`src/hw/rtl/altitude_hold_controller_defines.svh`:
```
// Assertion macros for the altitude hold controller
`ifndef ALTITUDE_HOLD_CONTROLLER_DEFINES_SVH
`define ALTITUDE_HOLD_CONTROLLER_DEFINES_SVH
`ifndef SYNTHESIS
// ante holds -> cons holds in the same cycle
`define AHC_ASSERT_IMP(name, clk, rst_n, ante, cons) \
    name: assert property (@(posedge clk) disable iff (!rst_n) (ante) |-> (cons)) \
        else $error("altitude hold assertion failed");
// ante holds -> cons holds in the next cycle
`define AHC_ASSERT_NEXT(name, clk, rst_n, ante, cons) \
    name: assert property (@(posedge clk) disable iff (!rst_n) (ante) |=> (cons)) \
        else $error("altitude hold assertion failed");
`else
`define AHC_ASSERT_IMP(name, clk, rst_n, ante, cons)
`define AHC_ASSERT_NEXT(name, clk, rst_n, ante, cons)
`endif
`endif

```
`src/hw/rtl/ahc_pkg.sv`:
```
package ahc_pkg;

    localparam int IN_W       = 136;
    localparam int OUT_W      = 40;
    localparam int CFG_IDX_W  = 3;
    localparam int CFG_DATA_W = 11;

    // shared multiplier and divider sizes
    localparam int MUL_A_W    = 20;
    localparam int MUL_B_W    = 17;
    localparam int MUL_P_W    = MUL_A_W + MUL_B_W;
    localparam int DIV_NUM_W  = 25;
    localparam int DIV_DEN_W  = 18;

    localparam int MID_STICK       = 1500;
    localparam int HOVER_LO        = 1250;
    localparam int HOVER_HI        = 1750;
    localparam int SAFE_ALT        = 500;
    localparam int ALT_CAP         = 15000;
    localparam int CLIMB_MAX       = 350;
    localparam int LAND_CLIMB_MAX  = 250;
    localparam int LOW_CLIMB_MAX   = 83;
    localparam int VZ_MAX          = 600;
    localparam int INC_MAX         = 16384000;
    localparam int SUM_DEACT_MAX   = 8192000;
    localparam int IOUT_MAX        = 250;
    localparam int IOUT_DEACT_MAX  = 125;
    localparam int IOUT_LAND       = -185;
    localparam int STILL_VEL       = 15;
    localparam int GROUND_MS       = 100;
    localparam int LANDED_MS       = 4000;
    localparam int REACH_CM        = 50;
    localparam int THR_MARGIN      = 50;
    localparam int DESCENT_BASE    = 50;
    localparam int DESCENT_GAIN    = 200;
    localparam int SLOW_CLIMB      = 100;
    localparam int IOUT_DIVISOR    = 65535;
    localparam int THR_MAX         = 2047;

    localparam logic [7:0]  ALT_GAIN_RST    = 8'd50;
    localparam logic [7:0]  VEL_P_GAIN_RST  = 8'd100;
    localparam logic [7:0]  VEL_I_GAIN_RST  = 8'd50;
    localparam logic [7:0]  VEL_D_GAIN_RST  = 8'd10;
    localparam logic [7:0]  STICK_BAND_RST  = 8'd70;
    localparam logic [10:0] HOVER_BASE_RST  = 11'd1500;
    localparam logic [10:0] THR_FLOOR_RST   = 11'd1100;
    localparam logic [10:0] THR_CEILING_RST = 11'd1900;

    typedef enum logic [CFG_IDX_W-1:0] {
        REG_ALT_GAIN    = 3'd0,
        REG_VEL_P_GAIN  = 3'd1,
        REG_VEL_I_GAIN  = 3'd2,
        REG_VEL_D_GAIN  = 3'd3,
        REG_STICK_BAND  = 3'd4,
        REG_HOVER_BASE  = 3'd5,
        REG_THR_FLOOR   = 3'd6,
        REG_THR_CEILING = 3'd7
    } cfg_reg_t;

    // divider request
    typedef struct packed {
        logic                 start;
        logic [DIV_NUM_W-1:0] num;
        logic [DIV_DEN_W-1:0] den;
    } div_req_t;

endpackage

```
`src/hw/rtl/altitude_hold_controller.sv`:
```
// Channel   Dir  Width  Contents
// s_*       in   136    one control tick
// m_*       out  40     one result per tick
// cfg_*     in   3+11   gain and limit register writes, always ready
//
// Active tick: the GPS descent ramp also runs the divider (25 quotient bits
// at one bit a cycle). An inactive tick goes from entry straight to output.
// Every gain-register product goes through the one shared multiplier, one per cycle.
// s_tready is high only in idle; a result held on m_* does not block the
// next tick, but a finished tick waits for the output register to free.
// Reset (rst_n, asynchronous) loads register defaults and clears controller state.
`include "altitude_hold_controller_defines.svh"

module altitude_hold_controller (
    input  logic                               clk,
    input  logic                               rst_n,
    // hold_request, land_request, armed, gps_landing, throttle_low,
    // stick_throttle[11], est_altitude[18], vert_velocity[14],
    // vert_accel[16], delta_time[16], now_ms[32], home_altitude[18], pad
    input  logic                               s_tvalid,
    output logic                               s_tready,
    input  logic [ahc_pkg::IN_W-1:0]           s_tdata,
    // active, throttle_cmd[11], takeoff_active, ground_capture,
    // ground_confirmed, landed, altitude_reached, climb_target[10],
    // integral_term[9], pad
    output logic                               m_tvalid,
    input  logic                               m_tready,
    output logic [ahc_pkg::OUT_W-1:0]          m_tdata,
    input  logic                               cfg_valid,
    output logic                               cfg_ready,
    input  logic [ahc_pkg::CFG_IDX_W-1:0]      cfg_index,
    input  logic [ahc_pkg::CFG_DATA_W-1:0]     cfg_data
);

    localparam int PW = ahc_pkg::MUL_P_W;

    typedef enum logic [3:0] {
        S_IDLE, S_ENTRY, S_LAND, S_GND, S_MODE, S_CLIMB, S_DIV, S_VZ,
        S_INC1, S_INC2, S_INTEG, S_IOUT, S_CTLP, S_THR, S_FIN
    } state_t;

    state_t state_reg;

    // configuration
    logic [7:0]  alt_gain_reg, vel_p_gain_reg, vel_i_gain_reg, vel_d_gain_reg;
    logic [7:0]  stick_band_reg;
    logic [10:0] hover_base_reg, thr_floor_reg, thr_ceiling_reg;

    // latched tick
    logic               active_reg, land_reg, gps_reg, thr_low_reg;
    logic [10:0]        stick_reg;
    logic signed [17:0] est_reg, home_reg;
    logic signed [13:0] vel_reg;
    logic signed [15:0] acc_reg;
    logic [15:0]        dt_reg;
    logic [31:0]        now_reg;

    // controller state
    logic               mode_active_reg, hovering_reg, takeoff_reg, ground_set_reg;
    logic [10:0]        hover_thr_reg;
    logic signed [17:0] target_reg;
    logic signed [9:0]  climb_reg;
    logic signed [31:0] sum_reg;
    logic signed [8:0]  iout_reg;
    logic [31:0]        land_start_reg, land_elapsed_reg;

    // working registers
    logic               capture_reg;
    logic               stick_climb_reg, land_lim_reg;
    logic signed [10:0] vz_reg;
    logic signed [15:0] pterm_reg;
    logic [10:0]        thr_reg;
    logic               m_tvalid_reg;
    logic [ahc_pkg::OUT_W-1:0] m_tdata_reg;

    // shared units
    logic signed [ahc_pkg::MUL_A_W-1:0] mul_a;
    logic signed [ahc_pkg::MUL_B_W-1:0] mul_b;
    logic signed [PW-1:0]               mul_p;
    ahc_pkg::div_req_t                  div_req;
    logic                               div_done;
    logic [ahc_pkg::DIV_NUM_W-1:0]      div_quo;

    function automatic logic signed [PW-1:0] trunc_shr(
        input logic signed [PW-1:0] x,
        input int unsigned          k
    );
        logic signed [PW-1:0] bias;
        begin
            bias = x[PW-1] ? ((PW'(1) <<< k) - PW'(1)) : '0;
            return (x + bias) >>> k;
        end
    endfunction

    function automatic logic signed [PW-1:0] clamp_s(
        input logic signed [PW-1:0] x,
        input logic signed [PW-1:0] lim
    );
        begin
            if (x < -lim)
                return -lim;
            else if (x > lim)
                return lim;
            else
                return x;
        end
    endfunction

    // tick decode
    logic               in_hold, in_land, in_armed;
    logic signed [18:0] tgt_err;
    logic signed [12:0] stick_diff, band_s, stick_excess;
    logic               over_band, takeoff_new, still;
    logic signed [18:0] home_off;
    logic               den_zero;
    logic [17:0]        est_off;
    logic signed [PW-1:0] land_lim;

    always_comb
    begin
        in_hold   = s_tdata[0];
        in_land   = s_tdata[1];
        in_armed  = s_tdata[2];
        tgt_err   = 19'(target_reg) - 19'(est_reg);
        stick_diff = $signed({2'b00, stick_reg}) - 13'sd1500;
        band_s     = $signed({5'b0, stick_band_reg});
        over_band  = (stick_diff > band_s) || (stick_diff < -band_s);
        stick_excess = (stick_diff > 13'sd0) ? stick_diff - band_s : stick_diff + band_s;
        if (!takeoff_reg)
            takeoff_new = thr_low_reg && ground_set_reg;
        else
            takeoff_new = !((stick_diff > band_s) &&
                            (vel_reg >= 14'(ahc_pkg::STILL_VEL)));
        still = (vel_reg < 14'(ahc_pkg::STILL_VEL)) &&
                (vel_reg > -14'(ahc_pkg::STILL_VEL));
        home_off = 19'(home_reg) - 19'(ahc_pkg::SAFE_ALT);
        den_zero = (home_off == 19'sd0);
        est_off  = 18'(19'(est_reg) - 19'(ahc_pkg::SAFE_ALT));
        land_lim = (est_reg > 18'(ahc_pkg::SAFE_ALT)) ? PW'(ahc_pkg::LAND_CLIMB_MAX)
                                                       : PW'(ahc_pkg::LOW_CLIMB_MAX);
    end

    // multiplier operand selection
    always_comb
    begin
        mul_a = '0;
        mul_b = '0;
        case (state_reg)
            S_MODE:
            begin
                mul_b = $signed({9'b0, alt_gain_reg});
                if (land_reg)
                    mul_a = 20'(tgt_err);
                else if (takeoff_new || over_band)
                    mul_a = 20'(stick_excess);
                else if (hovering_reg)
                    mul_a = 20'(tgt_err);
            end
            S_INC1:
            begin
                mul_a = 20'(vz_reg);
                mul_b = $signed({9'b0, vel_i_gain_reg});
            end
            S_INC2:
            begin
                mul_a = mul_p[19:0];
                mul_b = $signed({1'b0, dt_reg});
            end
            S_IOUT:
            begin
                mul_a = 20'(vz_reg);
                mul_b = $signed({9'b0, vel_p_gain_reg});
            end
            S_CTLP:
            begin
                mul_a = 20'(acc_reg);
                mul_b = $signed({9'b0, vel_d_gain_reg});
            end
            default:
            begin
                mul_a = '0;
            end
        endcase
    end

    always_comb
    begin
        div_req.start = (state_reg == S_MODE) && land_reg && gps_reg &&
                        (est_reg > 18'(ahc_pkg::SAFE_ALT)) && !den_zero;
        div_req.num   = ahc_pkg::DIV_NUM_W'(est_off) * ahc_pkg::DIV_NUM_W'(ahc_pkg::DESCENT_GAIN);
        div_req.den   = home_off[18] ? 18'(-home_off) : home_off[17:0];
    end

    ahc_mul #(
        .A_W(ahc_pkg::MUL_A_W),
        .B_W(ahc_pkg::MUL_B_W)
    ) u_mul (
        .clk(clk),
        .a  (mul_a),
        .b  (mul_b),
        .p  (mul_p)
    );

    ahc_div #(
        .NUM_W(ahc_pkg::DIV_NUM_W),
        .DEN_W(ahc_pkg::DIV_DEN_W)
    ) u_div (
        .clk  (clk),
        .rst_n(rst_n),
        .req  (div_req),
        .done (div_done),
        .quo  (div_quo)
    );

    // per-state arithmetic
    logic signed [PW-1:0] climb_calc, descent_calc, inc_calc, dterm, thr_calc;
    logic signed [PW-1:0] vz_calc, lo_lim, hi_lim;
    logic signed [32:0]   sum_calc;
    logic [31:0]          sum_mag;
    logic [15:0]          q0;
    logic [16:0]          r0;
    logic [16:0]          q_mag;
    logic [8:0]           q_clip;
    logic signed [18:0]   reach_err;

    always_comb
    begin
        if (stick_climb_reg)
            climb_calc = clamp_s(trunc_shr(mul_p, 2), PW'(ahc_pkg::CLIMB_MAX));
        else if (land_lim_reg)
            climb_calc = clamp_s(trunc_shr(mul_p, 1), land_lim);
        else
            climb_calc = clamp_s(trunc_shr(mul_p, 1), PW'(ahc_pkg::CLIMB_MAX));

        descent_calc = home_off[18] ? PW'(div_quo) - PW'(ahc_pkg::DESCENT_BASE)
                                    : -(PW'(div_quo) + PW'(ahc_pkg::DESCENT_BASE));
        descent_calc = clamp_s(descent_calc, PW'(ahc_pkg::CLIMB_MAX));

        vz_calc = clamp_s(PW'(climb_reg) - PW'(vel_reg), PW'(ahc_pkg::VZ_MAX));

        inc_calc = trunc_shr(mul_p, 7);
        if (hovering_reg && (climb_reg < 10'(ahc_pkg::SLOW_CLIMB)) &&
            (climb_reg > -10'(ahc_pkg::SLOW_CLIMB)))
            inc_calc = trunc_shr(inc_calc, 1);
        inc_calc = clamp_s(inc_calc, PW'(ahc_pkg::INC_MAX));
        sum_calc = 33'(sum_reg) + 33'(inc_calc);
        if (sum_calc > 33'sh0_7FFF_FFFF)
            sum_calc = 33'sh0_7FFF_FFFF;
        else if (sum_calc < -33'sh0_8000_0000)
            sum_calc = -33'sh0_8000_0000;

        // |sum| / 65535 as shift plus one correction
        sum_mag = sum_reg[31] ? 32'(-33'(sum_reg)) : 32'(sum_reg);
        q0      = sum_mag[31:16];
        r0      = {1'b0, sum_mag[15:0]} + {1'b0, q0};
        q_mag   = {1'b0, q0} + ((r0 >= 17'(ahc_pkg::IOUT_DIVISOR)) ? 17'd1 : 17'd0);
        q_clip  = (q_mag > 17'(ahc_pkg::IOUT_MAX)) ? 9'(ahc_pkg::IOUT_MAX) : q_mag[8:0];

        dterm    = trunc_shr(mul_p, 6);
        thr_calc = PW'({1'b0, hover_thr_reg}) + PW'(pterm_reg) + PW'(iout_reg) - dterm;
        lo_lim   = PW'({1'b0, thr_floor_reg}) + PW'(ahc_pkg::THR_MARGIN);
        hi_lim   = PW'({1'b0, thr_ceiling_reg}) - PW'(ahc_pkg::THR_MARGIN);
        if (thr_calc < lo_lim)
            thr_calc = lo_lim;
        else if (thr_calc > hi_lim)
            thr_calc = hi_lim;
        if (thr_calc < 0)
            thr_calc = '0;
        else if (thr_calc > PW'(ahc_pkg::THR_MAX))
            thr_calc = PW'(ahc_pkg::THR_MAX);

        reach_err = 19'(target_reg) - 19'(est_reg);
    end

    // configuration writes
    always_ff @(posedge clk or negedge rst_n)
    begin
        if (!rst_n)
        begin
            alt_gain_reg    <= ahc_pkg::ALT_GAIN_RST;
            vel_p_gain_reg  <= ahc_pkg::VEL_P_GAIN_RST;
            vel_i_gain_reg  <= ahc_pkg::VEL_I_GAIN_RST;
            vel_d_gain_reg  <= ahc_pkg::VEL_D_GAIN_RST;
            stick_band_reg  <= ahc_pkg::STICK_BAND_RST;
            hover_base_reg  <= ahc_pkg::HOVER_BASE_RST;
            thr_floor_reg   <= ahc_pkg::THR_FLOOR_RST;
            thr_ceiling_reg <= ahc_pkg::THR_CEILING_RST;
        end
        else if (cfg_valid)
        begin
            unique case (ahc_pkg::cfg_reg_t'(cfg_index))
                ahc_pkg::REG_ALT_GAIN:    alt_gain_reg    <= cfg_data[7:0];
                ahc_pkg::REG_VEL_P_GAIN:  vel_p_gain_reg  <= cfg_data[7:0];
                ahc_pkg::REG_VEL_I_GAIN:  vel_i_gain_reg  <= cfg_data[7:0];
                ahc_pkg::REG_VEL_D_GAIN:  vel_d_gain_reg  <= cfg_data[7:0];
                ahc_pkg::REG_STICK_BAND:  stick_band_reg  <= cfg_data[7:0];
                ahc_pkg::REG_HOVER_BASE:  hover_base_reg  <= cfg_data;
                ahc_pkg::REG_THR_FLOOR:   thr_floor_reg   <= cfg_data;
                ahc_pkg::REG_THR_CEILING: thr_ceiling_reg <= cfg_data;
                default:                  alt_gain_reg    <= alt_gain_reg;
            endcase
        end
    end

    // tick payload latch
    always_ff @(posedge clk)
    begin
        if (state_reg == S_IDLE && s_tvalid)
        begin
            land_reg    <= in_land;
            gps_reg     <= s_tdata[3];
            thr_low_reg <= s_tdata[4];
            stick_reg   <= s_tdata[15:5];
            est_reg     <= s_tdata[33:16];
            vel_reg     <= s_tdata[47:34];
            acc_reg     <= s_tdata[63:48];
            dt_reg      <= s_tdata[79:64];
            now_reg     <= s_tdata[111:80];
            home_reg    <= s_tdata[129:112];
        end
    end

    // sequencer
    always_ff @(posedge clk or negedge rst_n)
    begin
        if (!rst_n)
        begin
            state_reg        <= S_IDLE;
            active_reg       <= 1'b0;
            mode_active_reg  <= 1'b0;
            hovering_reg     <= 1'b0;
            takeoff_reg      <= 1'b0;
            ground_set_reg   <= 1'b0;
            hover_thr_reg    <= '0;
            target_reg       <= '0;
            climb_reg        <= '0;
            sum_reg          <= '0;
            iout_reg         <= '0;
            land_start_reg   <= '0;
            land_elapsed_reg <= '0;
            capture_reg      <= 1'b0;
            stick_climb_reg  <= 1'b0;
            land_lim_reg     <= 1'b0;
            vz_reg           <= '0;
            pterm_reg        <= '0;
            thr_reg          <= '0;
            m_tvalid_reg     <= 1'b0;
            m_tdata_reg      <= '0;
        end
        else
        begin
            if (m_tvalid_reg && m_tready)
                m_tvalid_reg <= 1'b0;

            unique case (state_reg)
                S_IDLE:
                begin
                    if (s_tvalid)
                    begin
                        active_reg  <= (in_hold || in_land) && in_armed;
                        capture_reg <= 1'b0;
                        thr_reg     <= '0;
                        state_reg   <= S_ENTRY;
                    end
                end
                S_ENTRY:
                begin
                    if (active_reg)
                    begin
                        if (!mode_active_reg)
                        begin
                            mode_active_reg <= 1'b1;
                            hovering_reg    <= 1'b0;
                            takeoff_reg     <= 1'b0;
                            if (hover_thr_reg < 11'(ahc_pkg::HOVER_LO) ||
                                hover_thr_reg > 11'(ahc_pkg::HOVER_HI))
                            begin
                                if (hover_base_reg < 11'(ahc_pkg::HOVER_LO))
                                    hover_thr_reg <= 11'(ahc_pkg::HOVER_LO);
                                else if (hover_base_reg > 11'(ahc_pkg::HOVER_HI))
                                    hover_thr_reg <= 11'(ahc_pkg::HOVER_HI);
                                else
                                    hover_thr_reg <= hover_base_reg;
                            end
                            land_start_reg   <= now_reg;
                            land_elapsed_reg <= '0;
                            ground_set_reg   <= 1'b0;
                        end
                        state_reg <= S_LAND;
                    end
                    else
                    begin
                        // falling out of hold: relax integrator, reset detector
                        if (mode_active_reg)
                        begin
                            mode_active_reg <= 1'b0;
                            takeoff_reg     <= 1'b0;
                            climb_reg       <= '0;
                            sum_reg  <= 32'(clamp_s(PW'(sum_reg), PW'(ahc_pkg::SUM_DEACT_MAX)));
                            iout_reg <= 9'(clamp_s(PW'(iout_reg), PW'(ahc_pkg::IOUT_DEACT_MAX)));
                            land_start_reg   <= now_reg;
                            land_elapsed_reg <= '0;
                            ground_set_reg   <= 1'b0;
                        end
                        state_reg <= S_FIN;
                    end
                end
                S_LAND:
                begin
                    if (still && iout_reg <= 9'(ahc_pkg::IOUT_LAND) &&
                        est_reg < 18'(ahc_pkg::SAFE_ALT))
                        land_elapsed_reg <= now_reg - land_start_reg;
                    else
                    begin
                        land_start_reg   <= now_reg;
                        land_elapsed_reg <= '0;
                        ground_set_reg   <= 1'b0;
                    end
                    state_reg <= S_GND;
                end
                S_GND:
                begin
                    if (!ground_set_reg && land_elapsed_reg >= 32'(ahc_pkg::GROUND_MS))
                    begin
                        ground_set_reg <= 1'b1;
                        capture_reg    <= 1'b1;
                    end
                    state_reg <= S_MODE;
                end
                S_MODE:
                begin
                    if (land_reg)
                    begin
                        takeoff_reg <= 1'b0;
                        if (gps_reg)
                        begin
                            hovering_reg <= 1'b0;
                            target_reg <= (est_reg > 18'(ahc_pkg::ALT_CAP)) ?
                                          18'(ahc_pkg::ALT_CAP) : est_reg;
                            if (est_reg > 18'(ahc_pkg::SAFE_ALT))
                            begin
                                if (den_zero)
                                begin
                                    climb_reg <= -10'(ahc_pkg::DESCENT_BASE);
                                    state_reg <= S_VZ;
                                end
                                else
                                    state_reg <= S_DIV;
                            end
                            else
                            begin
                                // low descent: stored rate flips each tick
                                climb_reg <= -climb_reg;
                                state_reg <= S_VZ;
                            end
                        end
                        else
                        begin
                            hovering_reg    <= 1'b1;
                            stick_climb_reg <= 1'b0;
                            land_lim_reg    <= 1'b1;
                            state_reg       <= S_CLIMB;
                        end
                    end
                    else
                    begin
                        takeoff_reg <= takeoff_new;
                        if (takeoff_new || over_band)
                        begin
                            hovering_reg <= 1'b0;
                            if (!over_band)
                            begin
                                climb_reg <= '0;
                                state_reg <= S_VZ;
                            end
                            else
                            begin
                                stick_climb_reg <= 1'b1;
                                land_lim_reg    <= 1'b0;
                                state_reg       <= S_CLIMB;
                            end
                        end
                        else
                        begin
                            if (!hovering_reg)
                            begin
                                hovering_reg <= 1'b1;
                                target_reg   <= est_reg;
                            end
                            stick_climb_reg <= 1'b0;
                            land_lim_reg    <= 1'b0;
                            state_reg       <= S_CLIMB;
                        end
                    end
                end
                S_CLIMB:
                begin
                    climb_reg <= climb_calc[9:0];
                    state_reg <= S_VZ;
                end
                S_DIV:
                begin
                    if (div_done)
                    begin
                        climb_reg <= descent_calc[9:0];
                        state_reg <= S_VZ;
                    end
                end
                S_VZ:
                begin
                    vz_reg    <= vz_calc[10:0];
                    state_reg <= S_INC1;
                end
                S_INC1:
                    state_reg <= S_INC2;
                S_INC2:
                    state_reg <= S_INTEG;
                S_INTEG:
                begin
                    sum_reg   <= sum_calc[31:0];
                    state_reg <= S_IOUT;
                end
                S_IOUT:
                begin
                    iout_reg  <= sum_reg[31] ? -$signed(q_clip) : $signed(q_clip);
                    state_reg <= S_CTLP;
                end
                S_CTLP:
                begin
                    pterm_reg <= 16'(trunc_shr(mul_p, 5));
                    state_reg <= S_THR;
                end
                S_THR:
                begin
                    thr_reg   <= thr_calc[10:0];
                    state_reg <= S_FIN;
                end
                S_FIN:
                begin
                    if (!m_tvalid_reg || m_tready)
                    begin
                        m_tvalid_reg <= 1'b1;
                        m_tdata_reg  <= {4'b0, iout_reg, climb_reg,
                                         (reach_err < 19'(ahc_pkg::REACH_CM)) &&
                                         (reach_err > -19'(ahc_pkg::REACH_CM)),
                                         ground_set_reg &&
                                         (land_elapsed_reg >= 32'(ahc_pkg::LANDED_MS)),
                                         ground_set_reg, capture_reg, takeoff_reg,
                                         thr_reg, active_reg};
                        state_reg    <= S_IDLE;
                    end
                end
                default:
                    state_reg <= S_IDLE;
            endcase
        end
    end

    assign s_tready  = (state_reg == S_IDLE);
    assign m_tvalid  = m_tvalid_reg;
    assign m_tdata   = m_tdata_reg;
    assign cfg_ready = 1'b1;

    // a capture pulse only comes with the ground latch set
    `AHC_ASSERT_IMP(a_capture_grounded, clk, rst_n, m_tvalid && m_tdata[13], m_tdata[14])
    // an inactive tick carries no throttle
    `AHC_ASSERT_IMP(a_idle_throttle, clk, rst_n, m_tvalid && !m_tdata[0], m_tdata[11:1] == 11'd0)
    // divider finishes only while the sequencer waits for it
    `AHC_ASSERT_IMP(a_div_in_wait, clk, rst_n, div_done, state_reg == S_DIV)
    // one tick at a time
    `AHC_ASSERT_NEXT(a_busy_after_accept, clk, rst_n, s_tvalid && s_tready, !s_tready)

endmodule

```
`src/hw/rtl/ahc_mul.sv`:
```
// Shared signed multiplier, product registered
module ahc_mul #(
    parameter int A_W = ahc_pkg::MUL_A_W,
    parameter int B_W = ahc_pkg::MUL_B_W
) (
    input  logic                   clk,
    input  logic signed [A_W-1:0]  a,
    input  logic signed [B_W-1:0]  b,
    output logic signed [A_W+B_W-1:0] p
);

    logic signed [A_W+B_W-1:0] p_reg;

    always_ff @(posedge clk)
    begin
        p_reg <= a * b;
    end

    assign p = p_reg;

endmodule

```
`src/hw/rtl/ahc_div.sv`:
```
// Unsigned restoring divider, one quotient bit a cycle
module ahc_div #(
    parameter int NUM_W = ahc_pkg::DIV_NUM_W,
    parameter int DEN_W = ahc_pkg::DIV_DEN_W
) (
    input  logic             clk,
    input  logic             rst_n,
    input  ahc_pkg::div_req_t req,
    output logic             done,
    output logic [NUM_W-1:0] quo
);

    localparam int CNT_W = $clog2(NUM_W + 1);

    logic [DEN_W-1:0] rem_reg;
    logic [DEN_W-1:0] den_reg;
    logic [NUM_W-1:0] quo_reg;
    logic [CNT_W-1:0] cnt_reg;
    logic             busy_reg;
    logic             done_reg;

    logic [DEN_W:0]   rem_sh;
    logic             ge;
    logic [DEN_W:0]   rem_sub;

    always_comb
    begin
        rem_sh  = {rem_reg, quo_reg[NUM_W-1]};
        ge      = (rem_sh >= {1'b0, den_reg});
        rem_sub = rem_sh - {1'b0, den_reg};
    end

    always_ff @(posedge clk or negedge rst_n)
    begin
        if (!rst_n)
        begin
            busy_reg <= 1'b0;
            done_reg <= 1'b0;
            cnt_reg  <= '0;
        end
        else
        begin
            done_reg <= 1'b0;
            if (req.start)
            begin
                busy_reg <= 1'b1;
                cnt_reg  <= CNT_W'(NUM_W);
            end
            else if (busy_reg)
            begin
                cnt_reg <= cnt_reg - CNT_W'(1);
                if (cnt_reg == CNT_W'(1))
                begin
                    busy_reg <= 1'b0;
                    done_reg <= 1'b1;
                end
            end
        end
    end

    always_ff @(posedge clk)
    begin
        if (req.start)
        begin
            rem_reg <= '0;
            den_reg <= req.den;
            quo_reg <= req.num;
        end
        else if (busy_reg)
        begin
            rem_reg <= ge ? rem_sub[DEN_W-1:0] : rem_sh[DEN_W-1:0];
            quo_reg <= {quo_reg[NUM_W-2:0], ge};
        end
    end

    assign done = done_reg;
    assign quo  = quo_reg;

endmodule

```
`config.mk`:
```
export PLATFORM = sky130hd
export DESIGN_NAME = altitude_hold_controller
export DESIGN_NICKNAME = d
export VERILOG_FILES = /design/src/hw/rtl/ahc_pkg.sv /design/src/hw/rtl/altitude_hold_controller.sv /design/src/hw/rtl/ahc_mul.sv /design/src/hw/rtl/ahc_div.sv
export VERILOG_INCLUDE_DIRS = /design/src /design/src/hw/rtl
export SDC_FILE = /design/constraint.sdc
export NUM_CORES = 2
export LEC_CHECK = 0
export BUFFER_PORTS_ARGS = -buffer_cell sky130_fd_sc_hd__buf_2
export CAP_MARGIN = 20
export CELL_PAD_IN_SITES_DETAIL_PLACEMENT = 1
export CELL_PAD_IN_SITES_GLOBAL_PLACEMENT = 1
export CORE_UTILIZATION = 30
export DETAILED_ROUTE_END_ITERATION = 8
export GPL_TIMING_DRIVEN = 0
export HOLD_SLACK_MARGIN = 0.1
export PLACE_DENSITY_LB_ADDON = 0.3
export SETUP_SLACK_MARGIN = 0.5
export SYNTH_ARGS = -nofsm -noshare
export SYNTH_HDL_FRONTEND = slang
export SYNTH_SLANG_ARGS = --single-unit
```
`constraint.sdc`:
```
create_clock -name clk -period 13.85 [get_ports clk]
set_clock_uncertainty 0.05 [all_clocks]
set_input_delay 0.6925 -clock clk [delete_from_list [all_inputs] [get_ports clk]]
set_output_delay 0.6925 -clock clk [all_outputs]
set_load 0.02 [all_outputs]
```
# Yosys cells after proc, flatten, opt, wreduce, memory -nomap -nowiden
# Index checks and enable logic that the tools add are counted.
# totals
ff_bits,537
in_bits,155
word_cells,364
out_inout_bits,43
# op_classes
reduce_logical,63
eq_ne,44
mul,2
addsub,33
bitwise,1
n_lt_le_gt_ge,45
n_mux,129
# op_table
cell,count
$mux 32,15
$pmux 32 s2,3
$mux 10,19
$mux 37,4
$mux 18,7
$pmux 16 s5,1
$pmux 20 s4,1
$mux 11,7
$mux 33,2
$mux 20,3
$pmux 4 s15,1
$mux 9,6
$mux 25,2
$pmux 10 s4,1
$add 37x2->37,1
$add 37x3->37,1
$add 37x7->37,1
$add 37x8->37,1
$gt 37x10->1 const B,1
$gt 37x12->1 const B,1
$gt 37x25->1 const B,1
$lt 36x37->1,1
$lt 37x1->1 const B,1
$lt 37x10->1 const B,1
109 further kinds,235

# Longest topological paths before layout
# depth
word_depth,13
mapped_depth,44

# By module
# From an unflattened synthesis, not the netlist that was laid out.
# hier_totals
hier_cells,6446
hier_area_um2,56618.1
# modules_own_cells
mod,area_per_inst_um2,seq_area_each_um2,cells_each,n_inst
altitude_hold_controller,39103.8,11441.0,4594,1
ahc_mul,13539.2,740.7,1479,1
ahc_div,3975.1,1826.8,373,1

# Least setup slack after synthesis
# OpenSTA, ideal clock, no wires.
# synth_timing
path_kind,reg-to-reg
startpoint,reg state_reg[3]
endpoint,reg thr_reg[10]
stages_incl_launch_ff,8
slack_ps,3310
setup_time_ps,122
arrival_ps,10369
t_required_ps,13678
n_path_buf,2
period_less_slack_ps,10540
cell_sequence,dfrtp_1 clkbuf_1 nor2_1 nand2_1 nor3_1 a21oi_1 clkbuf_1 a32o_1
# synth_between
elab_chain_len,3
elab_cells_between_ends,6
cone_classes,eq/ne (2); mux (1); reduce/logical (3)
# synth_lines
element,line_no,source
"start, declared",altitude_hold_controller.sv:42,state_t state_reg;
"start signal, assigned",altitude_hold_controller.sv:328,state_reg <= S_IDLE;
"start signal, assigned",altitude_hold_controller.sv:363,state_reg <= S_ENTRY;
"start signal, assigned",altitude_hold_controller.sv:389,state_reg <= S_LAND;
$eq 4x4->1 / $logic_not 4->1 (equally long branches),altitude_hold_controller.sv:355,unique case (state_reg)
$reduce_bool 2->1 (no line) / $ne 2x2->1 (equally long branches),-,
$reduce_and 2->1 (no line),-,
"end signal, assigned",altitude_hold_controller.sv:535,thr_reg <= thr_calc[10:0];
"end, declared",altitude_hold_controller.sv:72,logic [10:0] thr_reg;
# Parallel ways exist; a longest one is shown, timed or not.
# A chain may end at the register's enable or synchronous reset.

# Worst setup path in the final report
# layout_timing
startpoint,reg stick_band_reg[1]
endpoint,reg u_mul.p_reg[35] (netlist: u_mul.p[35])
# layout_between
elab_chain_len,9
elab_cells_between_ends,15
cone_classes,add/sub (3); mul (1); order compare (2); mux (5); reduce/logical (4)
# layout_lines
element,line_no,source
"start, declared",altitude_hold_controller.sv:46,logic [7:0] stick_band_reg;
"start signal, assigned",altitude_hold_controller.sv:284,stick_band_reg <= ahc_pkg::STICK_BAND_RST;
"start signal, assigned",altitude_hold_controller.sv:296,ahc_pkg::REG_STICK_BAND: stick_band_reg <= cfg_data[7:0];
branches (longest 5 deep; another with $neg 8->13),-,
$mux 20 (*),altitude_hold_controller.sv:154,else if (takeoff_new || over_band)
$mux 20 (*),altitude_hold_controller.sv:152,if (land_reg)
$pmux 20 s4 (*),altitude_hold_controller.sv:148,case (state_reg)
$mul 20x17->37 (*),ahc_mul.sv:16,p_reg <= a * b;
"end signal, assigned",ahc_mul.sv:16,
"end, declared",ahc_mul.sv:12,logic signed [A_W+B_W-1:0] p_reg;
# Mark *: on every way between the ends.

==> results.sh <==
export IMPL_status="completed"
export IMPL_placed_cell_area_sq_um=59100
export IMPL_fin_crit_sh=0.919
export IMPL_start_util=0.303
export IMPL_layout_commonest_cell="inv_1"
export IMPL_max_slew_margin_rel=0.143
export IMPL_r2r_slack_ns=1.13
export IMPL_avgViaCountPerCell=5.29
export IMPL_post_route_min_period_ns=12.72
export IMPL_cpPeakStageDelay_ns=1.02
export IMPL_worst_slew_pin_slew_ns=1.28
export IMPL_wl_per_cell_microns=22.2
export IMPL_ys_seq_elements=535
export IMPL_dp_cells=8845
export IMPL_post_route_util=0.342
export IMPL_clk_latency_ns=0.69
export IMPL_maxCapViolCount=0
export IMPL_largest_reg_flops=37
export IMPL_dp_hpwl_microns=164000
export IMPL_drive_gt1_frac=0.0851
export IMPL_die_w_microns=429
export IMPL_maxSlewViolCount=0
export IMPL_drt_iter0_markers=2829
export IMPL_async_reset_ff_frac=0.578
export IMPL_start_kind="flop"
export IMPL_cts_tree="yes"
export IMPL_design_die_area_sq_um=184000
export IMPL_r2r_end="u_mul.p[35]$_DFF_P_"
export IMPL_ios=198
export IMPL_cts_buffers=68
export IMPL_die_h_microns=429
export IMPL_ir_worst_vdd_mv=0.188
export IMPL_fin_area_sq_um=62000
export IMPL_antenna_left=0
export IMPL_antenna_found_initial=13
export IMPL_rsz0062_at_grt="false"
export IMPL_syn_inst=6258
export IMPL_grt_max_degree=108
export IMPL_clockRootBuffer="clkbuf_16"
export IMPL_vias=47800
export IMPL_worstHoldPathCells=1
export IMPL_yosysSeqAreaShare=0.255
export IMPL_fp_coreArea_sq_um=181000
export IMPL_reg2reg_from="stick_band_reg[1]$_DFFE_PN1P_"
export IMPL_clock_sinks=535
export IMPL_p_per_area_nw_per_um2=265
export IMPL_synth_edf_count=168
export IMPL_area_growth_pct=13.2
export IMPL_final_hold_violation_count=0
export IMPL_yosys_cell_types_count=102
export IMPL_num_rows=156
export IMPL_worstSetupPathType="reg2reg"
export IMPL_mostFrequentLayoutCells="inv_1, nand2_1, ha_1, fa_1, o21ai_0"
export IMPL_worstHoldStart="s_tdata[42]"
export IMPL_port_buffers=184
export IMPL_path_clk_slew_ns=0.07
export IMPL_cts_setup_buffers=0
export IMPL_layoutNonFillerInstCount=9036
export IMPL_grt_pass1_vias=50300
export IMPL_finalSetupViolCount=0
export IMPL_totalWireLength_microns=201000
export IMPL_critical_path_max_fanout=10
export IMPL_grt_pass1_wl_microns=309000
export IMPL_finalNetCount=7574
export IMPL_globalplace_congestion=0.957
export IMPL_cp_arrival_ns=13.19
export IMPL_yosysWarnings=0
export IMPL_r2r_cells=36
export IMPL_drc=0
export IMPL_syn_avg_cell_area_sq_um=8.75
export IMPL_hold_path_end="vel_reg[8]$_DFFE_PP_"
export IMPL_grtUsageTotal=0.217
export IMPL_cp_required_ns=14.32
export IMPL_crit_slowest_cell="a311oi_1"
export IMPL_synthFlopType="dfrtp_1"
export IMPL_syn_area_sq_um=54700
export IMPL_min_path_type="in2reg"
export IMPL_crit_top_cell="fa_1"
export IMPL_cts_buffer_depth=3
export IMPL_endpoint_kind="flop"
export IMPL_htree_levels=3
export IMPL_firstDrtPassIters=5
export IMPL_fmax_mhz=78.6
export IMPL_grt_ovfl_total=0
export IMPL_cellLeakagePower_nw=26.7
export IMPL_power_total_w=0.0164
## worst max-delay path by stage
stage | startpoint | end | slack [ns] | cells after the start
3_3_place_gp | state_reg[3]$_DFFE_PN0P_ | thr_reg[0]$_DFFE_PN0P_ | -4.96 | 6
3_5_place_dp | stick_band_reg[1]$_DFFE_PN1P_ | u_mul.p[35]$_DFF_P_ | 0.98 | 36
6_report | stick_band_reg[1]$_DFFE_PN1P_ | u_mul.p[35]$_DFF_P_ | 1.13 | 36
2_1_floorplan | state_reg[3]$_DFFE_PN0P_ | thr_reg[10]$_DFFE_PN0P_ | 3.31 | 7
5_1_grt | stick_band_reg[1]$_DFFE_PN1P_ | u_mul.p[35]$_DFF_P_ | 0.57 | 40
4_1_cts | stick_band_reg[1]$_DFFE_PN1P_ | u_mul.p[35]$_DFF_P_ | 0.99 | 36
## Yosys cell counts (149+ instances only)
cell type  instances  area [sq um]
dfrtp_1          277          6930
edfxtp_1         168          5040
inv_1            784          2940
nor3_1           156           781
clkbuf_1         196           736
fa_1             384          7690
o21ai_0          361          1810
xnor2_1          293          2570
ha_1             432          5410
nand3_1          180           901
nor2_1           354          1330
a21oi_1          299          1500
xor2_1           149          1310
nand2_1          651          2440
## through the flow
step | setup TNS, ns | hold WS [ns] | setup WS (ns)
global placement | -280.00 | 0.411 | -4.96
global route | 0 | 0.115 | 0.574
detailed placement | 0 | 0.421 | 0.979
CTS | 0 | 0.100 | 0.993
finish | 0 | 0.139 | 1.13
floorplan | 0 | 0.347 | 3.31
## area by class of cell
type / instances / area (sq um)
flip-flops and latches: 535 / 14000
multi-input cells: 4701 / 36900
fillers: 21300 / 119000
repair buffers: 272 / 1880
diodes: 7 / 17.5
inverters: 786 / 2950
plain buffers: 239 / 940
clock buffers: 88 / 1840
well taps: 2370 / 2970
clock inverters: 38 / 472
## cells by family (layout without fill, tap and decap cells)
| group | Yosys count | after routing | share of synthesized area |
|---|---|---|---|
| fa+ha+maj | 818 | 818 | 0.240 |
| xor+xnor | 442 | 442 | 0.0707 |
| mux | 155 | 155 | 0.0314 |
| other cells | 2 | 12 | 0.000137 |
| buf+inv | 1025 | 1423 | 0.0710 |
| flops | 535 | 535 | 0.255 |
| simple gates | 1950 | 1950 | 0.174 |
| compound gates | 1331 | 1331 | 0.158 |
## power breakdown
| group | internal (W) | total (W) | leakage [nW] | switching [W] |
|---|---|---|---|---|
| registers | 0.00210 | 0.00256 | 5.85 | 0.000458 |
| clock network | 0.00108 | 0.00188 | 1.11 | 0.000794 |
| logic | 0.00459 | 0.0120 | 19.7 | 0.00739 |
| total | 0.00778 | 0.0164 | 26.7 | 0.00864 |
## worst max-delay path, delay by kind of cell, from the launching register on
family	cells	cell delay [ns]
buffers and inverters	5	1.01
AOI/OAI and AO/OA	17	5.76
xor gates and xnor gates	1	0.61
adders and majority gates	8	3.91
and+or+nand+nor	5	0.55
DFF	1	0.66
## metal layers
metal,wire [microns],vias to the layer above,global-route usage
met3,9180,295,0.0238
met2,93700,1054,0.357
li1,-,22400,-
met5,0,-,0
met4,7320,0,0.0785
met1,90700,24100,0.292
## timing repair
action                                  CTS  global route
hold buffers                             55             0
gates resized for setup                   0             1
endpoints found under the hold margin    95             0
endpoints found under the setup margin    0             1
Power figures use the tool's default switching activity.
